<file path="src/hw/rtl/flow_vector_color_coder_macros.svh">
// Assertion macros for the flow vector color coder.
// Used by the top level only; needs a signal named clk and one named rst in scope.
`ifndef FLOW_VECTOR_COLOR_CODER_MACROS_SVH
`define FLOW_VECTOR_COLOR_CODER_MACROS_SVH

// Same-cycle implication.
`define FVCC_ASSERT_NOW(lbl, ante, cons, msg) \
  lbl: assert property (@(posedge clk) disable iff (rst) (ante) |-> (cons)) else $error(msg);

// Next-cycle implication.
`define FVCC_ASSERT_NEXT(lbl, ante, cons, msg) \
  lbl: assert property (@(posedge clk) disable iff (rst) (ante) |=> (cons)) else $error(msg);

`endif

</file>
<file path="src/hw/rtl/fvcc_pkg.sv">
// Shared constants, wheel table and controller/datapath interface types.
// No dependencies.
`timescale 1ns / 1ps
`default_nettype none
package fvcc_pkg;

  localparam int FLOW_FRAC_BITS = 8;
  localparam int WHEEL_SIZE     = 55;
  localparam int CORDIC_STEPS   = 14;
  localparam int ROOT_STEPS     = 32;
  localparam int DIV_STEPS      = 32;

  localparam logic [15:0] RUN_MAX_RESET = 16'(1 << FLOW_FRAC_BITS);

  // arctangent of 2^-i in units of 1/65536 turn
  localparam logic [15:0] ATAN_TURNS [CORDIC_STEPS] = '{
    16'd8192, 16'd4836, 16'd2555, 16'd1297, 16'd651, 16'd326, 16'd163,
    16'd81, 16'd41, 16'd20, 16'd10, 16'd5, 16'd3, 16'd1
  };

  // wheel entry: {red, green, blue}
  typedef logic [WHEEL_SIZE-1:0][23:0] wheel_tbl_t;

  function automatic wheel_tbl_t build_wheel();
    wheel_tbl_t tbl;
    int r;
    int g;
    int b;
    for (int k = 0; k < WHEEL_SIZE; k++) begin
      if (k < 15) begin
        r = 255; g = 255 * k / 15; b = 0;
      end else if (k < 21) begin
        r = 255 - 255 * (k - 15) / 6; g = 255; b = 0;
      end else if (k < 25) begin
        r = 0; g = 255; b = 255 * (k - 21) / 4;
      end else if (k < 36) begin
        r = 0; g = 255 - 255 * (k - 25) / 11; b = 255;
      end else if (k < 49) begin
        r = 255 * (k - 36) / 13; g = 0; b = 255;
      end else begin
        r = 255; g = 0; b = 255 - 255 * (k - 49) / 6;
      end
      tbl[k] = {8'(r), 8'(g), 8'(b)};
    end
    return tbl;
  endfunction

  localparam wheel_tbl_t WHEEL = build_wheel();

  typedef struct packed {
    logic       load;
    logic       sq_x;
    logic       sq_y;
    logic       root_step;
    logic       cordic_step;
    logic [3:0] idx;
    logic       meas_upd;
    logic       div_step;
    logic       hue_c;
    logic       hue_o;
    logic [1:0] ch;
    logic       out_load;
  } fvcc_cmd_t;

  typedef struct packed {
    logic paint;
    logic vec_ok;
  } fvcc_stat_t;

endpackage
`default_nettype wire

</file>
<file path="src/hw/rtl/fvcc_dp.sv">
// Datapath: squares, digit-by-digit root, CORDIC phase, divider, hue blend.
// Depends on fvcc_pkg.
`timescale 1ns / 1ps
`default_nettype none
module fvcc_dp (
  input  wire                     clk,
  input  wire                     rst,
  input  fvcc_pkg::fvcc_cmd_t     cmd,
  output fvcc_pkg::fvcc_stat_t    stat,
  input  wire                     operation,
  input  wire                     frame_start,
  input  wire signed [15:0]       flow_x,
  input  wire signed [15:0]       flow_y,
  input  wire                     flow_valid,
  input  wire [15:0]              max_motion,
  output logic [7:0]              red,
  output logic [7:0]              green,
  output logic [7:0]              blue
);
  import fvcc_pkg::*;

  logic               paint;
  logic               vec_ok;
  logic signed [15:0] fx;
  logic signed [15:0] fy;
  logic [30:0]        sqx;
  logic [31:0]        sum;
  logic [31:0]        ss;
  logic [63:0]        v;
  logic [33:0]        rem;
  logic [31:0]        root;
  logic signed [31:0] cx;
  logic signed [31:0] cy;
  logic [15:0]        phase;
  logic               axis;
  logic [15:0]        run_max;
  logic [16:0]        drem;
  logic [5:0]         k0;
  logic [15:0]        f;
  logic               in_scale;
  logic [16:0]        r17;
  logic [23:0]        cval;
  logic [7:0]         col [3];

  logic [15:0]        scale;
  logic signed [31:0] prod_x;
  logic signed [31:0] prod_y;
  logic [31:0]        sum_next;
  logic [34:0]        rem_sh;
  logic [34:0]        trial;
  logic signed [31:0] dxs;
  logic signed [31:0] dys;
  logic [16:0]        rc;
  logic [17:0]        d_sh;
  logic [21:0]        t;
  logic [5:0]         k1;
  logic [23:0]        w0;
  logic [23:0]        w1;
  logic [7:0]         w0b;
  logic [7:0]         w1b;
  logic [23:0]        diff;
  logic [40:0]        prod;
  logic [40:0]        blend;
  logic [25:0]        dim;
  logic signed [16:0] nx;
  logic signed [16:0] ny;

  assign stat.paint  = paint;
  assign stat.vec_ok = vec_ok;

  always_comb begin
    scale = (max_motion != 16'd0) ? max_motion : run_max;
    if (scale == 16'd0) scale = 16'd1;
  end

  assign prod_x   = fx * fx;
  assign prod_y   = fy * fy;
  assign sum_next = 32'(sqx) + 32'(prod_y[30:0]);
  assign rem_sh   = {rem[32:0], v[63:62]};
  assign trial    = {1'b0, root, 2'b01};
  assign dxs      = cy >>> cmd.idx;
  assign dys      = cx >>> cmd.idx;
  assign rc       = 17'(root[15:0]) + 17'(rem != 34'd0);
  assign d_sh     = {drem, root[31]};
  assign t        = 22'(phase) * 22'd54;
  assign k1       = (k0 == 6'(WHEEL_SIZE - 1)) ? 6'd0 : k0 + 6'd1;
  assign w0       = WHEEL[k0];
  assign w1       = WHEEL[k1];
  assign diff     = {8'd255, 16'd0} - cval;
  assign prod     = 41'(r17) * 41'(diff);
  assign blend    = {1'b0, 8'd255, 32'd0} - prod;
  assign dim      = 26'(cval) * 26'd3;
  assign nx       = flow_x[15] ? -17'(flow_x) : 17'(flow_x);
  assign ny       = flow_x[15] ? -17'(flow_y) : 17'(flow_y);

  always_comb begin
    case (cmd.ch)
      2'd0:    begin w0b = w0[23:16]; w1b = w1[23:16]; end
      2'd1:    begin w0b = w0[15:8];  w1b = w1[15:8];  end
      default: begin w0b = w0[7:0];   w1b = w1[7:0];   end
    endcase
  end

  // running maximum is the only state kept across items
  always_ff @(posedge clk) begin
    if (rst) begin
      run_max <= RUN_MAX_RESET;
    end else if (cmd.load) begin
      if (!operation && frame_start) run_max <= RUN_MAX_RESET;
    end else if (cmd.meas_upd && vec_ok) begin
      if (rc > 17'hFFFF) begin
        run_max <= 16'hFFFF;
      end else if (rc[15:0] > run_max) begin
        run_max <= rc[15:0];
      end
    end
  end

  always_ff @(posedge clk) begin
    if (cmd.load) begin
      paint  <= operation;
      vec_ok <= flow_valid;
      fx     <= flow_x;
      fy     <= flow_y;
      col    <= '{8'd0, 8'd0, 8'd0};
      cx     <= 32'(nx) <<< 14;
      cy     <= 32'(ny) <<< 14;
      if (flow_y == 16'sd0) begin
        axis  <= 1'b1;
        phase <= flow_x[15] ? 16'h8000 : 16'h0000;
      end else if (flow_x == 16'sd0) begin
        axis  <= 1'b1;
        phase <= flow_y[15] ? 16'hC000 : 16'h4000;
      end else begin
        axis  <= 1'b0;
        phase <= flow_x[15] ? 16'h8000 : 16'h0000;
      end
    end
    if (cmd.sq_x) begin
      sqx <= prod_x[30:0];
      ss  <= 32'(scale) * 32'(scale);
    end
    if (cmd.sq_y) begin
      sum  <= sum_next;
      v    <= paint ? {sum_next, 32'd0} : {32'd0, sum_next};
      rem  <= '0;
      root <= '0;
      drem <= '0;
    end
    if (cmd.root_step) begin
      v <= v << 2;
      if (rem_sh >= trial) begin
        rem  <= 34'(rem_sh - trial);
        root <= {root[30:0], 1'b1};
      end else begin
        rem  <= rem_sh[33:0];
        root <= {root[30:0], 1'b0};
      end
    end
    if (cmd.cordic_step && !axis) begin
      if (cy > 32'sd0) begin
        cx    <= cx + dxs;
        cy    <= cy - dys;
        phase <= phase + ATAN_TURNS[cmd.idx];
      end else begin
        cx    <= cx - dxs;
        cy    <= cy + dys;
        phase <= phase - ATAN_TURNS[cmd.idx];
      end
    end
    // quotient bits shift into root from the bottom
    if (cmd.div_step) begin
      k0       <= t[21:16];
      f        <= t[15:0];
      in_scale <= (sum <= ss);
      if (d_sh >= {2'b00, scale}) begin
        drem <= 17'(d_sh - {2'b00, scale});
        root <= {root[30:0], 1'b1};
      end else begin
        drem <= d_sh[16:0];
        root <= {root[30:0], 1'b0};
      end
    end
    if (cmd.hue_c) begin
      r17  <= (root > 32'h10000) ? 17'h10000 : root[16:0];
      cval <= 24'(25'(w0b) * 25'(17'h10000 - {1'b0, f}) + 25'(w1b) * 25'({1'b0, f}));
    end
    if (cmd.hue_o) begin
      col[cmd.ch] <= in_scale ? blend[39:32] : dim[25:18];
    end
    if (cmd.out_load) begin
      red   <= col[0];
      green <= col[1];
      blue  <= col[2];
    end
  end

endmodule
`default_nettype wire

</file>
<file path="src/hw/rtl/fvcc_ctrl.sv">
// Sequencer for the color coder datapath and owner of the output valid.
// Depends on fvcc_pkg.
`timescale 1ns / 1ps
`default_nettype none
module fvcc_ctrl (
  input  wire                     clk,
  input  wire                     rst,
  input  wire                     in_valid,
  output logic                    in_stall,
  output logic                    out_valid,
  input  wire                     out_stall,
  input  fvcc_pkg::fvcc_stat_t    stat,
  output fvcc_pkg::fvcc_cmd_t     cmd
);
  import fvcc_pkg::*;

  typedef enum logic [3:0] {
    S_IDLE, S_SQX, S_SQY, S_ROOT, S_MEAS, S_DIV, S_HUEC, S_HUEO, S_DONE
  } state_t;

  state_t     state;
  logic [4:0] cnt;
  logic [1:0] ch;
  logic       out_free;

  assign in_stall = (state != S_IDLE);
  assign out_free = !out_valid || !out_stall;

  always_comb begin
    cmd             = '0;
    cmd.load        = (state == S_IDLE) && in_valid;
    cmd.sq_x        = (state == S_SQX);
    cmd.sq_y        = (state == S_SQY);
    cmd.root_step   = (state == S_ROOT);
    cmd.cordic_step = (state == S_ROOT) && (cnt < 5'(CORDIC_STEPS));
    cmd.idx         = cnt[3:0];
    cmd.meas_upd    = (state == S_MEAS);
    cmd.div_step    = (state == S_DIV);
    cmd.hue_c       = (state == S_HUEC);
    cmd.hue_o       = (state == S_HUEO);
    cmd.ch          = ch;
    cmd.out_load    = (state == S_DONE) && out_free;
  end

  always_ff @(posedge clk) begin
    if (rst) begin
      state     <= S_IDLE;
      cnt       <= '0;
      ch        <= '0;
      out_valid <= 1'b0;
    end else begin
      if ((state == S_DONE) && out_free) begin
        out_valid <= 1'b1;
      end else if (!out_stall) begin
        out_valid <= 1'b0;
      end
      unique case (state)
        S_IDLE: begin
          if (in_valid) state <= S_SQX;
        end
        S_SQX: state <= S_SQY;
        S_SQY: begin
          cnt <= '0;
          if (stat.vec_ok) state <= S_ROOT;
          else if (stat.paint) state <= S_DONE;
          else state <= S_IDLE;
        end
        S_ROOT: begin
          cnt <= cnt + 5'd1;
          if (cnt == 5'(ROOT_STEPS - 1)) begin
            cnt   <= '0;
            state <= stat.paint ? S_DIV : S_MEAS;
          end
        end
        S_MEAS: state <= S_IDLE;
        S_DIV: begin
          cnt <= cnt + 5'd1;
          if (cnt == 5'(DIV_STEPS - 1)) begin
            ch    <= '0;
            state <= S_HUEC;
          end
        end
        S_HUEC: state <= S_HUEO;
        S_HUEO: begin
          if (ch == 2'd2) state <= S_DONE;
          else begin
            ch    <= ch + 2'd1;
            state <= S_HUEC;
          end
        end
        S_DONE: begin
          if (out_free) state <= S_IDLE;
        end
        default: state <= S_IDLE;
      endcase
    end
  end

endmodule
`default_nettype wire

</file>
<file path="src/hw/rtl/flow_vector_color_coder.sv">
// Flow vector color coder top: APB register, controller and datapath.
// Depends on fvcc_pkg, fvcc_ctrl, fvcc_dp and flow_vector_color_coder_macros.svh.
//
// Turns Q8.8 motion vectors into RGB on the standard 55-entry color wheel.
// Measure words (operation 0) update the running maximum length and give no
// result; paint words (operation 1) give one color word. One word is worked
// on at a time. A valid paint word runs the squaring of x and y, 32 root digit
// steps with the 14 CORDIC steps running alongside, 32 divider steps, the blend
// of the three channels and a handoff to the output register, which waits while
// an earlier color is stalled there. A valid measure word runs the squaring, the
// root steps and a maximum update; an invalid word skips the root and divider
// steps. The next word is taken while a color waits in the output register.
// max_motion sits at byte address 0; zero selects the measured maximum.
`timescale 1ns / 1ps
`default_nettype none
`include "flow_vector_color_coder_macros.svh"
module flow_vector_color_coder (
  input  wire               clk,
  input  wire               rst,
  // input words
  input  wire               in_valid,
  output logic              in_stall,
  input  wire               operation,
  input  wire               frame_start,
  input  wire signed [15:0] flow_x,
  input  wire signed [15:0] flow_y,
  input  wire               flow_valid,
  // color words
  output logic              out_valid,
  input  wire               out_stall,
  output logic [7:0]        red,
  output logic [7:0]        green,
  output logic [7:0]        blue,
  // register port
  input  wire               psel,
  input  wire               penable,
  input  wire               pwrite,
  input  wire [1:0]         paddr,
  input  wire [31:0]        pwdata,
  output logic [31:0]       prdata,
  output logic              pready
);
  import fvcc_pkg::*;

  localparam logic [1:0] ADDR_MAX_MOTION = 2'd0;

  logic [15:0] max_motion;
  logic        reg_wr;
  fvcc_cmd_t   cmd;
  fvcc_stat_t  stat;
  logic        in_take;
  logic        black_req;
  logic        out_black;

  assign pready = 1'b1;
  assign reg_wr = psel && penable && pwrite && (paddr == ADDR_MAX_MOTION);
  assign prdata = (paddr == ADDR_MAX_MOTION) ? {16'd0, max_motion} : 32'd0;

  always_ff @(posedge clk) begin
    if (rst) begin
      max_motion <= '0;
    end else if (reg_wr) begin
      max_motion <= pwdata[15:0];
    end
  end

  fvcc_ctrl u_ctrl (
    .clk       (clk),
    .rst       (rst),
    .in_valid  (in_valid),
    .in_stall  (in_stall),
    .out_valid (out_valid),
    .out_stall (out_stall),
    .stat      (stat),
    .cmd       (cmd)
  );

  fvcc_dp u_dp (
    .clk         (clk),
    .rst         (rst),
    .cmd         (cmd),
    .stat        (stat),
    .operation   (operation),
    .frame_start (frame_start),
    .flow_x      (flow_x),
    .flow_y      (flow_y),
    .flow_valid  (flow_valid),
    .max_motion  (max_motion),
    .red         (red),
    .green       (green),
    .blue        (blue)
  );

  assign in_take   = in_valid && !in_stall;
  assign black_req = in_take && operation && !flow_valid && !out_valid;
  assign out_black = out_valid && (red == 8'd0) && (green == 8'd0) && (blue == 8'd0);

  // one word in flight: an accepted word always blocks the next cycle
  `FVCC_ASSERT_NEXT(a_one_word, in_take, in_stall, "second word taken while busy")

  // register write lands
  `FVCC_ASSERT_NEXT(a_reg_wr, reg_wr, max_motion == $past(pwdata[15:0]), "max_motion not written")

  // invalid paint word with a free output shows black after the SQX, SQY and DONE states
  `FVCC_ASSERT_NEXT(a_black, black_req, ##3 out_black, "invalid vector not black")

endmodule
`default_nettype wire

</file>
<file path="config.mk">
export PLATFORM = sky130hd
export DESIGN_NAME = flow_vector_color_coder
export DESIGN_NICKNAME = d
export VERILOG_FILES = /design/src/hw/rtl/fvcc_pkg.sv /design/src/hw/rtl/fvcc_dp.sv /design/src/hw/rtl/fvcc_ctrl.sv /design/src/hw/rtl/flow_vector_color_coder.sv
export VERILOG_INCLUDE_DIRS = /design/src /design/src/hw/rtl
export SDC_FILE = /design/constraint.sdc
export NUM_CORES = 2
export LEC_CHECK = 0
export ABC_AREA = 0
export BUFFER_PORTS_ARGS = -buffer_cell sky130_fd_sc_hd__buf_2
export CAP_MARGIN = 20
export CORE_UTILIZATION = 35
export DETAILED_ROUTE_END_ITERATION = 7
export HOLD_SLACK_MARGIN = 0.05
export SLEW_MARGIN = 15
export SYNTH_ARGS = -nofsm -noshare
export SYNTH_HDL_FRONTEND = slang
export SYNTH_SLANG_ARGS = --single-unit
</file>
<file path="constraint.sdc">
create_clock -name clk -period 27.5 [get_ports clk]
set_input_delay 1.375 -clock clk [delete_from_list [all_inputs] [get_ports clk]]
set_output_delay 1.375 -clock clk [all_outputs]
set_load 0.005 [all_outputs]
</file>
# Word level (Yosys, flattened, before mapping)
# Memories as Yosys holds them, arrays and structs flattened. A register that Yosys moved wholly into a read port is not among the register bits.
# Index checks and enable logic that the tools add are counted.
[word_totals]
mem_bits_ro = 3328
memories = 3
in_bits = 76
reg_bits = 512
output_inout_bits = 59
[op_classes]
n_addsub = 19
n_reduce_logical = 34
n_mul = 8
bitwise_logic = 2
order_cmp = 13
shifts = 2
muxes = 68
eq_ne = 19
[memory_table]
columns = ["name", "depth", "width", "read_ports", "rd_clocked_by_memory_dff", "wr", "line", "source"]
rows = [
  ["(no name shown)", 64, 24, 1, 1, 0, "fvcc_dp.sv:87", "assign w0 = WHEEL[k0];"],
  ["(no name shown)", 64, 24, 1, 0, 0, "fvcc_dp.sv:88", "assign w1 = WHEEL[k1];"],
  ["(no name shown)", 16, 16, 1, 0, 0, "fvcc_dp.sv:164", "phase <= phase + ATAN_TURNS[cmd.idx];"],
]
[ops]
columns = ["cell", "count"]
rows = [
  ["$mux 32", 9],
  ["$mux 16", 17],
  ["$mux 64", 3],
  ["$mux 34", 3],
  ["$mux 24", 4],
  ["$mux 17", 5],
  ["$add 32x32->32", 2],
  ["$sshr 32x4->32", 2],
  ["$sub 32x32->32", 2],
  ["$mul 16x16->31", 2],
  ["$logic_not 16->1", 3],
  ["$mul 17x24->40", 1],
  ["$sub 40x40->40 const A", 1],
  ["$ge 35x34->1", 1],
  ["$neg 16->17", 2],
  ["$reduce_bool 34->1", 1],
  ["$sub 34x34->34", 1],
  ["$add 31x31->32", 1],
  ["$gt 32x1->1 const B", 1],
  ["$gt 32x17->1 const B", 1],
  ["$le 32x32->1", 1],
  ["$mul 16x16->32", 1],
  ["$pmux 4 s8", 1],
  ["$pmux 8 s2", 2],
  ["other kinds (55)", 98],
]

# Logic depth before layout (Yosys ltp)
[depth]
depth_word = 7
depth_mapped = 47
ltp_nobuf = 44

# By module
# Synthesis repeated with hierarchy kept, for this count alone.
[unflattened]
cells_unflattened = 8981
area_unflattened_um2 = 83550.1
[by_module_without_submodules]
columns = ["mod", "n_inst", "area_each_um2", "seq_area_each_um2", "cells_each"]
rows = [
  ["fvcc_dp", 1, 81703.4, 14443.9, 8767],
  ["flow_vector_color_coder", 1, 984.7, 320.3, 107],
  ["fvcc_ctrl", 1, 862.1, 240.2, 107],
]

# Worst setup path before layout
# No wires, ideal clock.
[synth_timing]
kind = "register to register"
startpoint = "reg u_dp.k0[0]"
endpoint = "reg u_dp.cval[23] (data pin)"
path_stages_with_launch = 43
slack_ps = 17263
required_time_ps = 27239
period_less_slack_ps = 10237
path_buffers = 3
arrival_ps = 9975
path_cell_list = "edfxtp_1 clkbuf_1 inv_1 ha_1 and4_1 clkbuf_1 nor2_1 inv_1 ha_1 nor3_1 o21a_1 o21ai_0 a21oi_1 clkbuf_1 nand2_1 fa_1 inv_1 fa_1 [... 7 more ...] nand2b_1 xnor2_1 fa_1 fa_1 fa_1 fa_1 inv_1 ha_1 a21oi_1 nand2_1 and3_1 a221o_1 a41oi_1 a211oi_1 a41oi_1 a21oi_1 xnor2_1 xnor2_1"
[synth_between]
elab_chain_cells = 7
[synth_lines]
columns = ["element", "line", "source"]
rows = [
  ["from (decl)", "fvcc_dp.sv:38", "logic [5:0] k0;"],
  ["from (signal assigned)", "fvcc_dp.sv:173", "k0 <= t[21:16];"],
  ["$add 6x1->6 / $eq 6x6->1 (equally long branches)", "fvcc_dp.sv:86", "assign k1 = (k0 == 6'(WHEEL_SIZE - 1)) ? 6'd0 : k0 + 6'd1;"],
  ["$mux 6 *", "fvcc_dp.sv:86", ""],
  ["$mem_v2 64x24 *", "n/a", ""],
  ["$mux 24 (implied by the code) *", "fvcc_dp.sv:88", ""],
  ["$pmux 8 s2 *", "fvcc_dp.sv:97", "case (cmd.ch)"],
  ["$mul 8x15->23 *", "fvcc_dp.sv:186", "cval <= 24'(25'(w0b) * 25'(17'h10000 - {1'b0, f}) + 25'(w1b) * 25'({1'b0, f}));"],
  ["$add 24x24->24 *", "fvcc_dp.sv:186", ""],
  ["to (signal assigned)", "fvcc_dp.sv:186", ""],
  ["to (decl)", "fvcc_dp.sv:42", "logic [23:0] cval;"],
]
# Mark *: on every way between the ends. The rest lies on a longest branch, timed or not. The select of a mux whose other input is x is not followed.
# A chain may end at the register's enable or synchronous reset.

# Worst setup path in the final report
# Ends and elaborated chain as after synthesis.

==> impl_metrics.yaml <==
global_routing:
  grt-ovfl-total: 0
  grt_pass1_wl_um: 344200
  grt_use_total_pct: 17.51
  antenna_found_initial: 5
  first_global_vias: 65120
  grt_max_degree: 83
synth:
  yosys.area.top_type: "fa_1"
  syn_inst: 9030
  netlist_area_um2: 83650
  synth.top_cell.area_share_pct: 27.83
  synth_warnings: 0
  synthDistinctLibCells: 91
  synth.most_common_cell: "inv_1"
  synth_edf_count: 439
  yosys_most_used_dff: "edfxtp_1"
  ys_ff_latch: 530
  ys_top_cells_by_area: "fa_1 (28%), edfxtp_1 (16%), ha_1 (12%), inv_1 (7.4%), nand2_1 (4.1%)"
  synth_seq_area_share_pct: 17.94
  async_flop_share_pct: 0
  synth_top_cells_by_count: "inv_1 (1657), fa_1 (1163), nand2_1 (908), ha_1 (797), nor2_1 (608)"
  avgSynthCellArea_um2: 9.264
placed_design:
  dp_hpwl_um: 165400
  gp_congestion: 0.8941
  port_buffers: 101
sta:
  finalMaxSlewViolations: 0
  fmax_mhz: 87.15
  fin_crit_ps: 11470
  hold_violations: 0
  tns_ps: 0
  tightestPinTransition_ps: 1089
  grt_setup_unrepaired: "false"
  setup_viol: 0
  slew_headroom_pct: 27.37
  fin_skew_ps: 40.61
  period_share_pct: 41.72
min_path:
  hold_path.class: "reg2reg"
  min_from: "u_dp.col[9]"
  min_path_cells: 0
  timing.hold.worst_endpoint: "u_dp.green[1]"
routing:
  wl_um: 210100
  wl_per_cell_um: 17.22
  vias: 62470
  ant_nets: 0
  viasPerCell: 5.120
  drt-pass1-iter-count: 6
  drc: 0
  first_iter_violations: 3813
cts:
  cts_buffers: 68
  clockBufferDepth: 3
  cts.hold.buffers_added: 0
  clkLatencyLatePin_ps: 710
  path_clk_slew_ps: 60
  cts_tree: "yes"
  cts.htree.levels: 3
  clock-root-buffer: "clkbuf_16"
  cts.sinks: 530
  cts_setup_buffers: 0
  post_cts_resized: 0
critical_path:
  cp.arrival_ps: 11870
  cpPeakStageDelay_ps: 670
  ff2ff_setup_slack_ps: 16030
  critPathLaunch: "u_dp.k0[0]"
  slowest_stage: "xnor2_1"
  cp_max_fo: 16
  cp-start-kind: "register"
  endpoint_kind: "register"
  crit_type: "reg2reg"
  timing.rr.start: "u_dp.k0[0]"
  cp_data_required_time_ps: 27900
  r2r-end: "u_dp.cval[23]"
  r2r_cells: 38
  crit_top_cell: "fa_1"
floorplan:
  die_h_um: 490.9
  initial_core_util_pct: 35.20
  ioPinCount: 135
  die_area_um2: 241000
  core_area_um2: 237600
  die_w_um: 490.9
  rows: 179
final_layout:
  nets: 11010
  multi_input_area_um2: 61150
  register_area_um2: 15010
  nFillCells: 23710
  syn_to_final_growth_pct: 7.510
  drive_gt1_share_pct: 5.094
run_status:
  status: "finished, final reports clean"
flow_run:
  max_cap_violations: 0
==> flip-flops by register name (all words and copies together), names as in the netlist, 17 cells and up <==
name       count
u_dp.sum      32
u_dp.w0       21
u_dp.cy       32
u_dp.col      24
u_dp.sqx      30
u_dp.cval     23
u_dp.cx       32
u_dp.r17      17
u_dp.v        64
u_dp.drem     17
u_dp.root     32
u_dp.ss       31
u_dp.rem      34
==> area by class of cell <==
type                    count  share of cell area [%]
diodes                      3                0.008348
clock buffers              85                   2.122
clock inverters            41                  0.5231
inverters                1668                   6.965
multi-input cells        6519                   68.00
flip-flops and latches    530                   16.70
well taps                3167                   4.406
repair buffers            187                   1.284
==> metrics by stage <==
step                      std cells  setup WS (ps)  cell area, um^2  utilization, %  hold WS [ps]
after floorplan                9045          17260            83710               -         408.1
after global placement        12070          16160            87510           36.83         419.1
after detailed placement      12070          16090            87520           36.83         419.7
after CTS                     12200          16040            89900           37.83         434.4
after global routing          12200          15190            89930           37.85         449.0
final                         12200          16030            89930           37.85         436.4
==> layer usage <==
metal  up-vias  global-route usage (%)  routed length (um)
li1      29260                       -                   -
met4         2                   4.407                4791
met2      1495                   30.23              102300
met1     31430                   22.98               92540
met5         -                       0                  19
met3       285                   2.356               10450
==> placed cells by master, fill, tap and decap left out, drive strengths merged, types with 53 or more instances in the layout <==
| cell type | instances |
|---|---|
| inv | 1674 |
| fa | 1163 |
| nand2 | 908 |
| ha | 797 |
| nor2 | 608 |
| edfxtp | 439 |
| and2 | 389 |
| a21oi | 347 |
| xnor2 | 312 |
| o21ai | 292 |
| buf | 186 |
| xor2 | 146 |
| a21o | 133 |
| mux2i | 119 |
| nor3 | 100 |
| nand3 | 93 |
| nor2b | 92 |
| dfxtp | 91 |
| clkbuf | 86 |
| nand2b | 85 |
| o21a | 76 |
| mux4 | 66 |
| a22o | 60 |
| a211oi | 53 |
==> how the worst max path moves through the flow <==
stage	slack, ps	to	depth (start not counted)
floorplan	17260	u_dp.cval[23]	42
global placement	16160	u_dp.cval[23]	38
detailed placement	16090	u_dp.cval[22]	39
CTS	16040	u_dp.cval[22]	39
global route	15190	u_dp.cval[22]	39
finish	16030	u_dp.cval[23]	38
==> worst max-delay path: cells and delay by family, from the launching register on <==
family	cells	cell delay [ps]
fa+ha+maj	11	4920
compound gates	11	2550
simple gates	7	1790
xor+xnor	4	1150
flops	1	540
buf+inv	5	240
==> cells by family (layout without fill, tap and decap cells) <==
kind of cell | count (synthesis) | count (layout) | synth area share [%]
simple gates | 2520 | 2520 | 14.17
buf+inv | 1996 | 1981 | 9.111
fa+ha+maj | 1960 | 1960 | 39.75
compound gates | 1339 | 1339 | 10.43
flops | 530 | 530 | 17.94
xor+xnor | 458 | 458 | 4.795
mux | 225 | 225 | 3.789
other cells | 2 | 20 | 0.008978
Power is left out: the tool's default activity adds up to more than one toggle a clock period on the data nets, which glitch-free logic cannot reach.
